[src/design/cdcs_pkg.sv]
`timescale 1ns / 1ps
// ----------------------------------------------------------------------------
// cdcs_pkg
// Shared types and constants for the causal depthwise convolution step block.
// ----------------------------------------------------------------------------
package cdcs_pkg;

   // Fixed field widths
   localparam int VALUE_W   = 16;
   localparam int CHANNEL_W = 10;
   localparam int TAP_IDX_W = 3;
   localparam int COUNT_W   = 11;
   localparam int POS_W     = 3;
   localparam int FRAC_BITS = 12;
   localparam int PROD_W    = 2 * VALUE_W;

   // Register reset value and saturation limits
   localparam logic [COUNT_W-1:0]        CFG_RESET = 11'd1024;
   localparam logic signed [VALUE_W-1:0] VALUE_MAX = 16'sh7FFF;
   localparam logic signed [VALUE_W-1:0] VALUE_MIN = 16'sh8000;

   // Item command codes
   typedef enum logic {
      CMD_TAP_WRITE = 1'b0,
      CMD_SAMPLE    = 1'b1
   } command_type;

   // Start-up sequencer
   typedef enum logic {
      ST_CLEAR,
      ST_RUN
   } state_type;

   typedef logic [VALUE_W-1:0] lane_type;

   // Sample transaction as it travels down the pipeline
   typedef struct packed {
      logic [CHANNEL_W-1:0]        channel;
      logic                        token_end;
      logic [POS_W-1:0]            pos;
      logic signed [VALUE_W-1:0]   sample;
   } item_type;

   // Result tag carried alongside the arithmetic
   typedef struct packed {
      logic [CHANNEL_W-1:0] channel;
      logic                 token_end;
   } meta_type;

endpackage

[src/design/cdcs_mac.sv]
`timescale 1ns / 1ps
// ----------------------------------------------------------------------------
// cdcs_mac
// Aligns the history row to the ring position, multiplies by the taps, sums,
// rounds and saturates. Three register stages, the last one being the output.
// ----------------------------------------------------------------------------
module cdcs_mac
   import cdcs_pkg::*;
#(
   parameter int  TAPS     = 4,
   localparam int HIST_LEN = TAPS - 1
) (
   input  logic                             clock,
   input  logic                             reset,
   input  logic                             in_valid,
   output logic                             in_ready,
   input  item_type                         in_item,
   input  logic [HIST_LEN-1:0][VALUE_W-1:0] in_hist,
   input  logic [TAPS-1:0][VALUE_W-1:0]     in_taps,
   output logic                             out_valid,
   input  logic                             out_ready,
   output logic signed [VALUE_W-1:0]        out_value,
   output meta_type                         out_meta
);

   localparam int HIDX_W = (HIST_LEN > 1) ? $clog2(HIST_LEN) : 1;
   localparam int SUM_W  = PROD_W + $clog2(TAPS);
   localparam int RND_W  = SUM_W + 1;
   localparam int HALF   = 1 << (FRAC_BITS - 1);

   localparam logic signed [RND_W-1:0] SAT_HI = RND_W'(VALUE_MAX);
   localparam logic signed [RND_W-1:0] SAT_LO = RND_W'(VALUE_MIN);

   logic [POS_W:0]              slot_sum [HIST_LEN];
   logic signed [VALUE_W-1:0]   opa      [TAPS];
   logic signed [PROD_W-1:0]    prod_in  [TAPS];
   logic signed [PROD_W-1:0]    prod_ff  [TAPS];
   meta_type                    p_meta_ff;
   logic                        p_v_ff;
   logic signed [SUM_W-1:0]     sum_in;
   logic signed [SUM_W-1:0]     sum_ff;
   meta_type                    a_meta_ff;
   logic                        a_v_ff;
   logic signed [RND_W-1:0]     rnd;
   logic signed [RND_W-1:0]     scaled;
   logic signed [VALUE_W-1:0]   value_in;
   logic signed [VALUE_W-1:0]   out_value_ff;
   meta_type                    out_meta_ff;
   logic                        out_v_ff;
   logic                        o_adv;
   logic                        a_adv;
   logic                        p_adv;

   // Stage handshake: a stage moves on when it is empty or its successor moves
   assign o_adv    = !out_v_ff || out_ready;
   assign a_adv    = !a_v_ff || o_adv;
   assign p_adv    = !p_v_ff || a_adv;
   assign in_ready = p_adv;

   // Oldest-first alignment of the history row, then the new sample
   always_comb begin
      for (int j = 0; j < HIST_LEN; j++) begin
         slot_sum[j] = (POS_W+1)'(in_item.pos) + (POS_W+1)'(j);
         if (slot_sum[j] >= (POS_W+1)'(HIST_LEN)) begin
            slot_sum[j] = slot_sum[j] - (POS_W+1)'(HIST_LEN);
         end
         opa[j] = $signed(in_hist[slot_sum[j][HIDX_W-1:0]]);
      end
      opa[HIST_LEN] = in_item.sample;
   end

   // One multiplier per tap
   always_comb begin
      for (int t = 0; t < TAPS; t++) begin
         prod_in[t] = opa[t] * $signed(in_taps[t]);
      end
   end

   always_ff @(posedge clock) begin
      if (reset) begin
         p_v_ff <= 1'b0;
      end else if (p_adv) begin
         p_v_ff <= in_valid;
      end
   end

   always_ff @(posedge clock) begin
      if (p_adv && in_valid) begin
         prod_ff            <= prod_in;
         p_meta_ff.channel   <= in_item.channel;
         p_meta_ff.token_end <= in_item.token_end;
      end
   end

   // Sum of the products
   always_comb begin
      sum_in = '0;
      for (int t = 0; t < TAPS; t++) begin
         sum_in = sum_in + SUM_W'(prod_ff[t]);
      end
   end

   always_ff @(posedge clock) begin
      if (reset) begin
         a_v_ff <= 1'b0;
      end else if (a_adv) begin
         a_v_ff <= p_v_ff;
      end
   end

   always_ff @(posedge clock) begin
      if (a_adv && p_v_ff) begin
         sum_ff    <= sum_in;
         a_meta_ff <= p_meta_ff;
      end
   end

   // Round half up, arithmetic shift back to Q4.12, saturate
   always_comb begin
      rnd    = RND_W'(sum_ff) + RND_W'(HALF);
      scaled = rnd >>> FRAC_BITS;
      priority if (scaled > SAT_HI) begin
         value_in = VALUE_MAX;
      end else if (scaled < SAT_LO) begin
         value_in = VALUE_MIN;
      end else begin
         value_in = scaled[VALUE_W-1:0];
      end
   end

   // Output register
   always_ff @(posedge clock) begin
      if (reset) begin
         out_v_ff <= 1'b0;
      end else if (o_adv) begin
         out_v_ff <= a_v_ff;
      end
   end

   always_ff @(posedge clock) begin
      if (o_adv && a_v_ff) begin
         out_value_ff <= value_in;
         out_meta_ff  <= a_meta_ff;
      end
   end

   assign out_valid = out_v_ff;
   assign out_value = out_value_ff;
   assign out_meta  = out_meta_ff;

endmodule

[config.mk]
export PLATFORM = sky130hd
export DESIGN_NAME = cdcs_mac
export DESIGN_NICKNAME = d
export VERILOG_FILES = /design/src/design/cdcs_pkg.sv /design/src/design/cdcs_mac.sv
export SDC_FILE = /design/constraint.sdc
export NUM_CORES = 2
export LEC_CHECK = 0
export BUFFER_PORTS_ARGS = -buffer_cell sky130_fd_sc_hd__buf_2
export CORE_MARGIN = 2
export CORE_UTILIZATION = 52
export CTS_BUF_LIST = sky130_fd_sc_hd__clkbuf_8
export CTS_CLUSTER_DIAMETER = 80
export DETAILED_ROUTE_END_ITERATION = 8
export GPL_TIMING_DRIVEN = 1
export PLACE_DENSITY = 0.69
export SLEW_MARGIN = 20
export SYNTH_ARGS = -nofsm -noshare
export SYNTH_HDL_FRONTEND = slang
export SYNTH_SLANG_ARGS = --single-unit
[constraint.sdc]
create_clock -name clock -period 11 [get_ports clock]
set_input_delay 1.65 -clock clock [delete_from_list [all_inputs] [get_ports clock]]
set_output_delay 1.65 -clock clock [all_outputs]
set_load 0.05 [all_outputs]
Word-level counts from Yosys, hierarchy flattened. Cells that the tools add are included.

Bits in registers: 214. Bits in latches: 0. Memory bits (writable): 0. Bits in read-only memories: 0. Bits of input ports: 146. Output and inout port bits: 29. Logic and storage cells: 55. Memories kept: 0.

$add $sub $neg: 9. $mul: 4. Div/mod/pow operators: 0. Magnitude comparators: 8. Equality and inequality tests: 0. Shifts and indexed selects: 0. Mux-type cells: 10. Bitwise gates (word level): 0. Reduce and logical (&&, ||, !) cells: 9.

Operator list (number): multiplier 16 x 16 -> 32 bit (4); binary-select mux 16 bit (select 2 bit) (3); 2-to-1 mux 16 bit (4); adder 34 x 13 -> 35 bit, second input constant (1); adder 33 x 32 -> 34 bit (1); adder 34 x 32 -> 34 bit (1); adder 32 x 32 -> 33 bit (1); > comparator 23 x 16 -> 1 bit, second input constant (1); less-than comparator 23 x 16 -> 1 bit, second input constant (1); less-than comparator 2 x 3 -> 1 bit, second input constant (3); greater-or-equal comparator 4 x 2 -> 1 bit, second input constant (2); 2-to-1 mux 2 bit (3); subtractor 2 bit, second input constant (3); adder 3 x 1 -> 4 bit, second input constant (1); adder 3 x 2 -> 4 bit, second input constant (1); greater-or-equal comparator 3 x 2 -> 1 bit, second input constant (1); logical AND 1 bit (3); logical NOT 1 bit (3); logical OR 1 bit (3).

Depth between registers and ports, before layout.
Depth after elaboration: 6. Mapped depth: 35. Gate-level depth less buffers: 33.

Worst setup path before layout. Ideal clock, no wire load.

Path kind: input port to flip-flop. Start point: input port out_ready. End point: register p_meta_ff[0] (netlist bit) (enable). Setup time: 0.721 ns. Arrival: 8.677 ns. Required time: 10.279 ns. Slack: 1.602 ns. Stages: 2. Path buffers: 0. Cell sequence: nor2b_1 -> a31oi_1.

Word-level cells in the longest chain between the ends: 4.

RTL lines: start, declared (RTL line cdcs_mac.sv:21) `input logic out_ready,`; logical OR 1 bit (RTL line cdcs_mac.sv:55) `assign o_adv = !out_v_ff || out_ready;`; logical OR 1 bit (RTL line cdcs_mac.sv:56) `assign a_adv = !a_v_ff || o_adv;`; logical OR 1 bit (RTL line cdcs_mac.sv:57) `assign p_adv = !p_v_ff || a_adv;`; logical AND 1 bit (RTL line cdcs_mac.sv:88) `if (p_adv && in_valid) begin`; end, declared (RTL line cdcs_mac.sv:38) `meta_type p_meta_ff;`.

No other way between the ends. A chain may end at the register's enable or synchronous reset.

==> impl_metrics.prom <==
# TYPE chip_impl_metric gauge
chip_impl_metric{name="cp.required",unit="ps"} 11320
chip_impl_metric{name="insertion_delay",unit="ps"} 580
chip_impl_metric{name="synth.lib_cells_used.distinct",unit=""} 76
chip_impl_metric{name="vias_in_the_first_global_route",unit=""} 37100
chip_impl_metric{name="placed_area",unit="sq um"} 51400
chip_impl_metric{name="drtPass1Iterations",unit=""} 6
chip_impl_metric{name="nets",unit=""} 6721
chip_impl_metric{name="clk_pin_slew_worst_paths",unit="ps"} 90
chip_impl_metric{name="drt-vias-per-instance",unit=""} 5.34
chip_impl_info{name="worstHoldPathType",value="reg2reg"} 1
chip_impl_metric{name="postRouteWirelength",unit="microns"} 121000
chip_impl_metric{name="tns",unit="ps"} 0
chip_impl_metric{name="postSynthNetCount",unit=""} 6604
chip_impl_metric{name="final_worst_path_period_share",unit=""} 0.857
chip_impl_metric{name="drv.max_cap_violation_count",unit=""} 0
chip_impl_metric{name="htree_levels",unit=""} 1
chip_impl_info{name="final_common_cell",value="sky130_fd_sc_hd__inv_1"} 1
chip_impl_metric{name="numCtsBuffers",unit=""} 29
chip_impl_metric{name="design_area",unit="sq um"} 52000
chip_impl_metric{name="synthesis.area_per_instance",unit="sq um"} 9.84
chip_impl_metric{name="slew_viol_final",unit=""} 0
chip_impl_metric{name="synthesis.instances",unit=""} 4982
chip_impl_info{name="root_buffer_master",value="sky130_fd_sc_hd__clkbuf_8"} 1
chip_impl_metric{name="groute.layer.met3.usage",unit=""} 0.0216
chip_impl_metric{name="timing.critical_path.arrival",unit="ps"} 9750
chip_impl_metric{name="post_cts_resized",unit=""} 0
chip_impl_info{name="endpoint_kind",value="flip-flop"} 1
chip_impl_metric{name="design.portCount",unit=""} 175
chip_impl_metric{name="die_width",unit="microns"} 311
chip_impl_metric{name="async_reset_ff_frac",unit=""} 0
chip_impl_info{name="critPathKind",value="in2reg"} 1
chip_impl_metric{name="place_congestion",unit=""} 0.949
chip_impl_metric{name="final_core_utilization",unit=""} 0.557
chip_impl_metric{name="floorplan.die_area",unit="sq um"} 96800
chip_impl_metric{name="cts.path.max_buffers",unit=""} 3
chip_impl_info{name="tritoncts_clock_tree",value="yes"} 1
chip_impl_info{name="worst_setup_path_start_kind",value="primary input"} 1
chip_impl_metric{name="worst_clock_skew",unit="ps"} 21.5
chip_impl_info{name="ys.flop_type",value="sky130_fd_sc_hd__edfxtp_1"} 1
chip_impl_metric{name="cpPeakStageDelay",unit="ps"} 550
chip_impl_metric{name="flow.area_growth_from_synthesis",unit="%"} 6.05
chip_impl_metric{name="fmaxAchievable",unit="MHz"} 106
chip_impl_info{name="cpMostUsedCell",value="sky130_fd_sc_hd__fa_1"} 1
chip_impl_info{name="cp_slowest_cell",value="sky130_fd_sc_hd__fa_1"} 1
chip_impl_metric{name="drt_iter0_markers",unit=""} 2301
chip_impl_metric{name="cts_hold_repair.buffers",unit=""} 0
chip_impl_metric{name="worst_hold_slack",unit="ps"} 409
chip_impl_metric{name="std_cell_rows",unit=""} 112
chip_impl_metric{name="groute.layer.met2.usage",unit=""} 0.460
chip_impl_info{name="rsz0062_at_grt",value="no"} 1
chip_impl_metric{name="initial_utilization",unit=""} 0.525
chip_impl_metric{name="drc",unit=""} 0
chip_impl_metric{name="detailedPlacementHpwl",unit="microns"} 100000
chip_impl_metric{name="avgRoutedWirePerCell",unit="microns"} 19.0
chip_impl_metric{name="global_route_wire_length_before_repair",unit="microns"} 199000
chip_impl_metric{name="total_grt_overflow",unit=""} 0
chip_impl_metric{name="groute.layer.met1.usage",unit=""} 0.347
chip_impl_metric{name="grt_start_max_net_pins",unit=""} 77
chip_impl_metric{name="drive_gt1_frac",unit=""} 0.0600
chip_impl_metric{name="synth-edff-count",unit=""} 200
chip_impl_metric{name="final_period_minus_worst_setup_slack",unit="ps"} 9430
chip_impl_metric{name="grt_util_all_layers",unit=""} 0.261
chip_impl_metric{name="port-buffer-count",unit=""} 174
chip_impl_metric{name="postSynthRegisterBits",unit=""} 203
chip_impl_metric{name="post_cts_buffers",unit=""} 0
chip_impl_metric{name="antenna_found_initial",unit=""} 6
chip_impl_metric{name="crit_path_max_fanout",unit=""} 12
chip_impl_info{name="gr-max-usage-layer",value="met2"} 1
chip_impl_metric{name="total_setup_violations_reported_at_the_end_of_the_flow",unit=""} 0
chip_impl_metric{name="numClockSinks",unit=""} 203
chip_impl_info{name="run_status",value="finished, final reports clean"} 1
chip_impl_metric{name="core_region_area",unit="sq um"} 93300
chip_impl_metric{name="die_span_y",unit="microns"} 311
chip_impl_metric{name="synth-seq-area-share",unit=""} 0.124
chip_impl_metric{name="yosys_warning_count",unit=""} 0
chip_impl_metric{name="worst_pin_slew",unit="ps"} 1130
chip_impl_metric{name="routed_antenna_nets",unit=""} 0
chip_impl_metric{name="timing.final.hold_violations",unit=""} 0
chip_impl_metric{name="syn-cell-area",unit="sq um"} 49000
chip_impl_metric{name="dr_total_vias",unit=""} 34100
chip_impl_info{name="most-common-layout-cells",value="sky130_fd_sc_hd__inv_1, sky130_fd_sc_hd__fa_1, sky130_fd_sc_hd__nand2_1, sky130_fd_sc_hd__and2_1, sky130_fd_sc_hd__ha_1"} 1
chip_impl_metric{name="slew_headroom",unit=""} 0.239
worst max-delay path, delay by kind of cell:
| kind | cells | cell delay (ps) |
|---|---|---|
| adders and majority gates | 9 | 3890 |
| muxes | 1 | 100 |
| buffers and inverters | 8 | 1030 |
| xor gates and xnor gates | 2 | 570 |
| and+or+nand+nor | 2 | 230 |
| AOI/OAI and AO/OA | 9 | 2270 |
stage by stage:
| step | setup slack [ps] | cells |
|---|---|---|
| 2_1_floorplan | 1600 | 4982 |
| 3_3_place_gp | 1130 | 6321 |
| 3_5_place_dp | 989 | 6321 |
| 4_1_cts | 1620 | 6368 |
| 5_1_grt | 1110 | 6372 |
| 6_report | 1570 | 6373 |
layout make-up:
type | count | area, sq um
repair buffers | 233 | 1330
clock buffers | 29 | 399
well taps | 1254 | 1570
clock inverters | 18 | 158
diodes | 4 | 10.0
inverters | 1180 | 4430
multi-input cells | 3452 | 38000
fillers | 8343 | 41300
flip-flops and latches | 203 | 6070
cells by family after synthesis:
| logic type | after synthesis | synth area share |
|---|---|---|
| adder cells (fa/ha/maj) | 1476 | 0.547 |
| AND/OR/NAND/NOR | 1350 | 0.133 |
| buffers and inverters | 1327 | 0.102 |
| AO/OA/AOI/OAI | 402 | 0.0532 |
| flip-flops | 203 | 0.124 |
| XOR/XNOR | 176 | 0.0314 |
| multiplexers | 48 | 0.00980 |
registers in the layout (all words and copies together), names as in the netlist:
name,flops
prod_ff,128
sum_ff,23
out_value,16
a_meta_ff,11
out_meta,11
p_meta_ff,11
a_v_ff,1
out_valid,1
p_v_ff,1
path summary, 6_finish.rpt:
path | start | end | slack (ps) | cells past startpoint
max | in_item[16] | prod_ff[89] | 1570 | 31
min | p_meta_ff[10] | a_meta_ff[10] | 410 | 0
max reg2reg | prod_ff[10] | sum_ff[33] | 6650 | 12
min reg2reg | p_meta_ff[10] | a_meta_ff[10] | 410 | 0
metal layers:
layer | vias to the layer above | wire length, microns | share of wire
li1 | 15200 | - | -
met1 | 17700 | 49800 | 0.41
met2 | 930 | 61600 | 0.51
met3 | 221 | 5900 | 0.049
met4 | 2 | 4020 | 0.033
met5 | - | 16 | 0.00013
cell usage after synthesis (25+ instances only):
library cell	instances	share of area
sky130_fd_sc_hd__inv_1	1180	0.090
sky130_fd_sc_hd__o21ai_0	97	0.0099
sky130_fd_sc_hd__mux2i_1	48	0.0098
sky130_fd_sc_hd__nand2_1	636	0.049
sky130_fd_sc_hd__ha_1	364	0.093
sky130_fd_sc_hd__nor3_1	26	0.0027
sky130_fd_sc_hd__nand2b_1	37	0.0047
sky130_fd_sc_hd__nor2b_1	25	0.0032
sky130_fd_sc_hd__clkbuf_1	135	0.010
sky130_fd_sc_hd__fa_1	1112	0.45
sky130_fd_sc_hd__nand3_1	34	0.0035
sky130_fd_sc_hd__a21oi_1	97	0.0099
sky130_fd_sc_hd__a21o_1	44	0.0067
sky130_fd_sc_hd__xnor2_1	123	0.022
sky130_fd_sc_hd__nor2_1	117	0.0090
sky130_fd_sc_hd__o21a_1	26	0.0040
sky130_fd_sc_hd__edfxtp_1	200	0.12
sky130_fd_sc_hd__xor2_1	53	0.0095
sky130_fd_sc_hd__and2_1	416	0.053
Power is not shown: default switching activity piles up to over one toggle a cycle in this logic, so the estimate is an artifact.
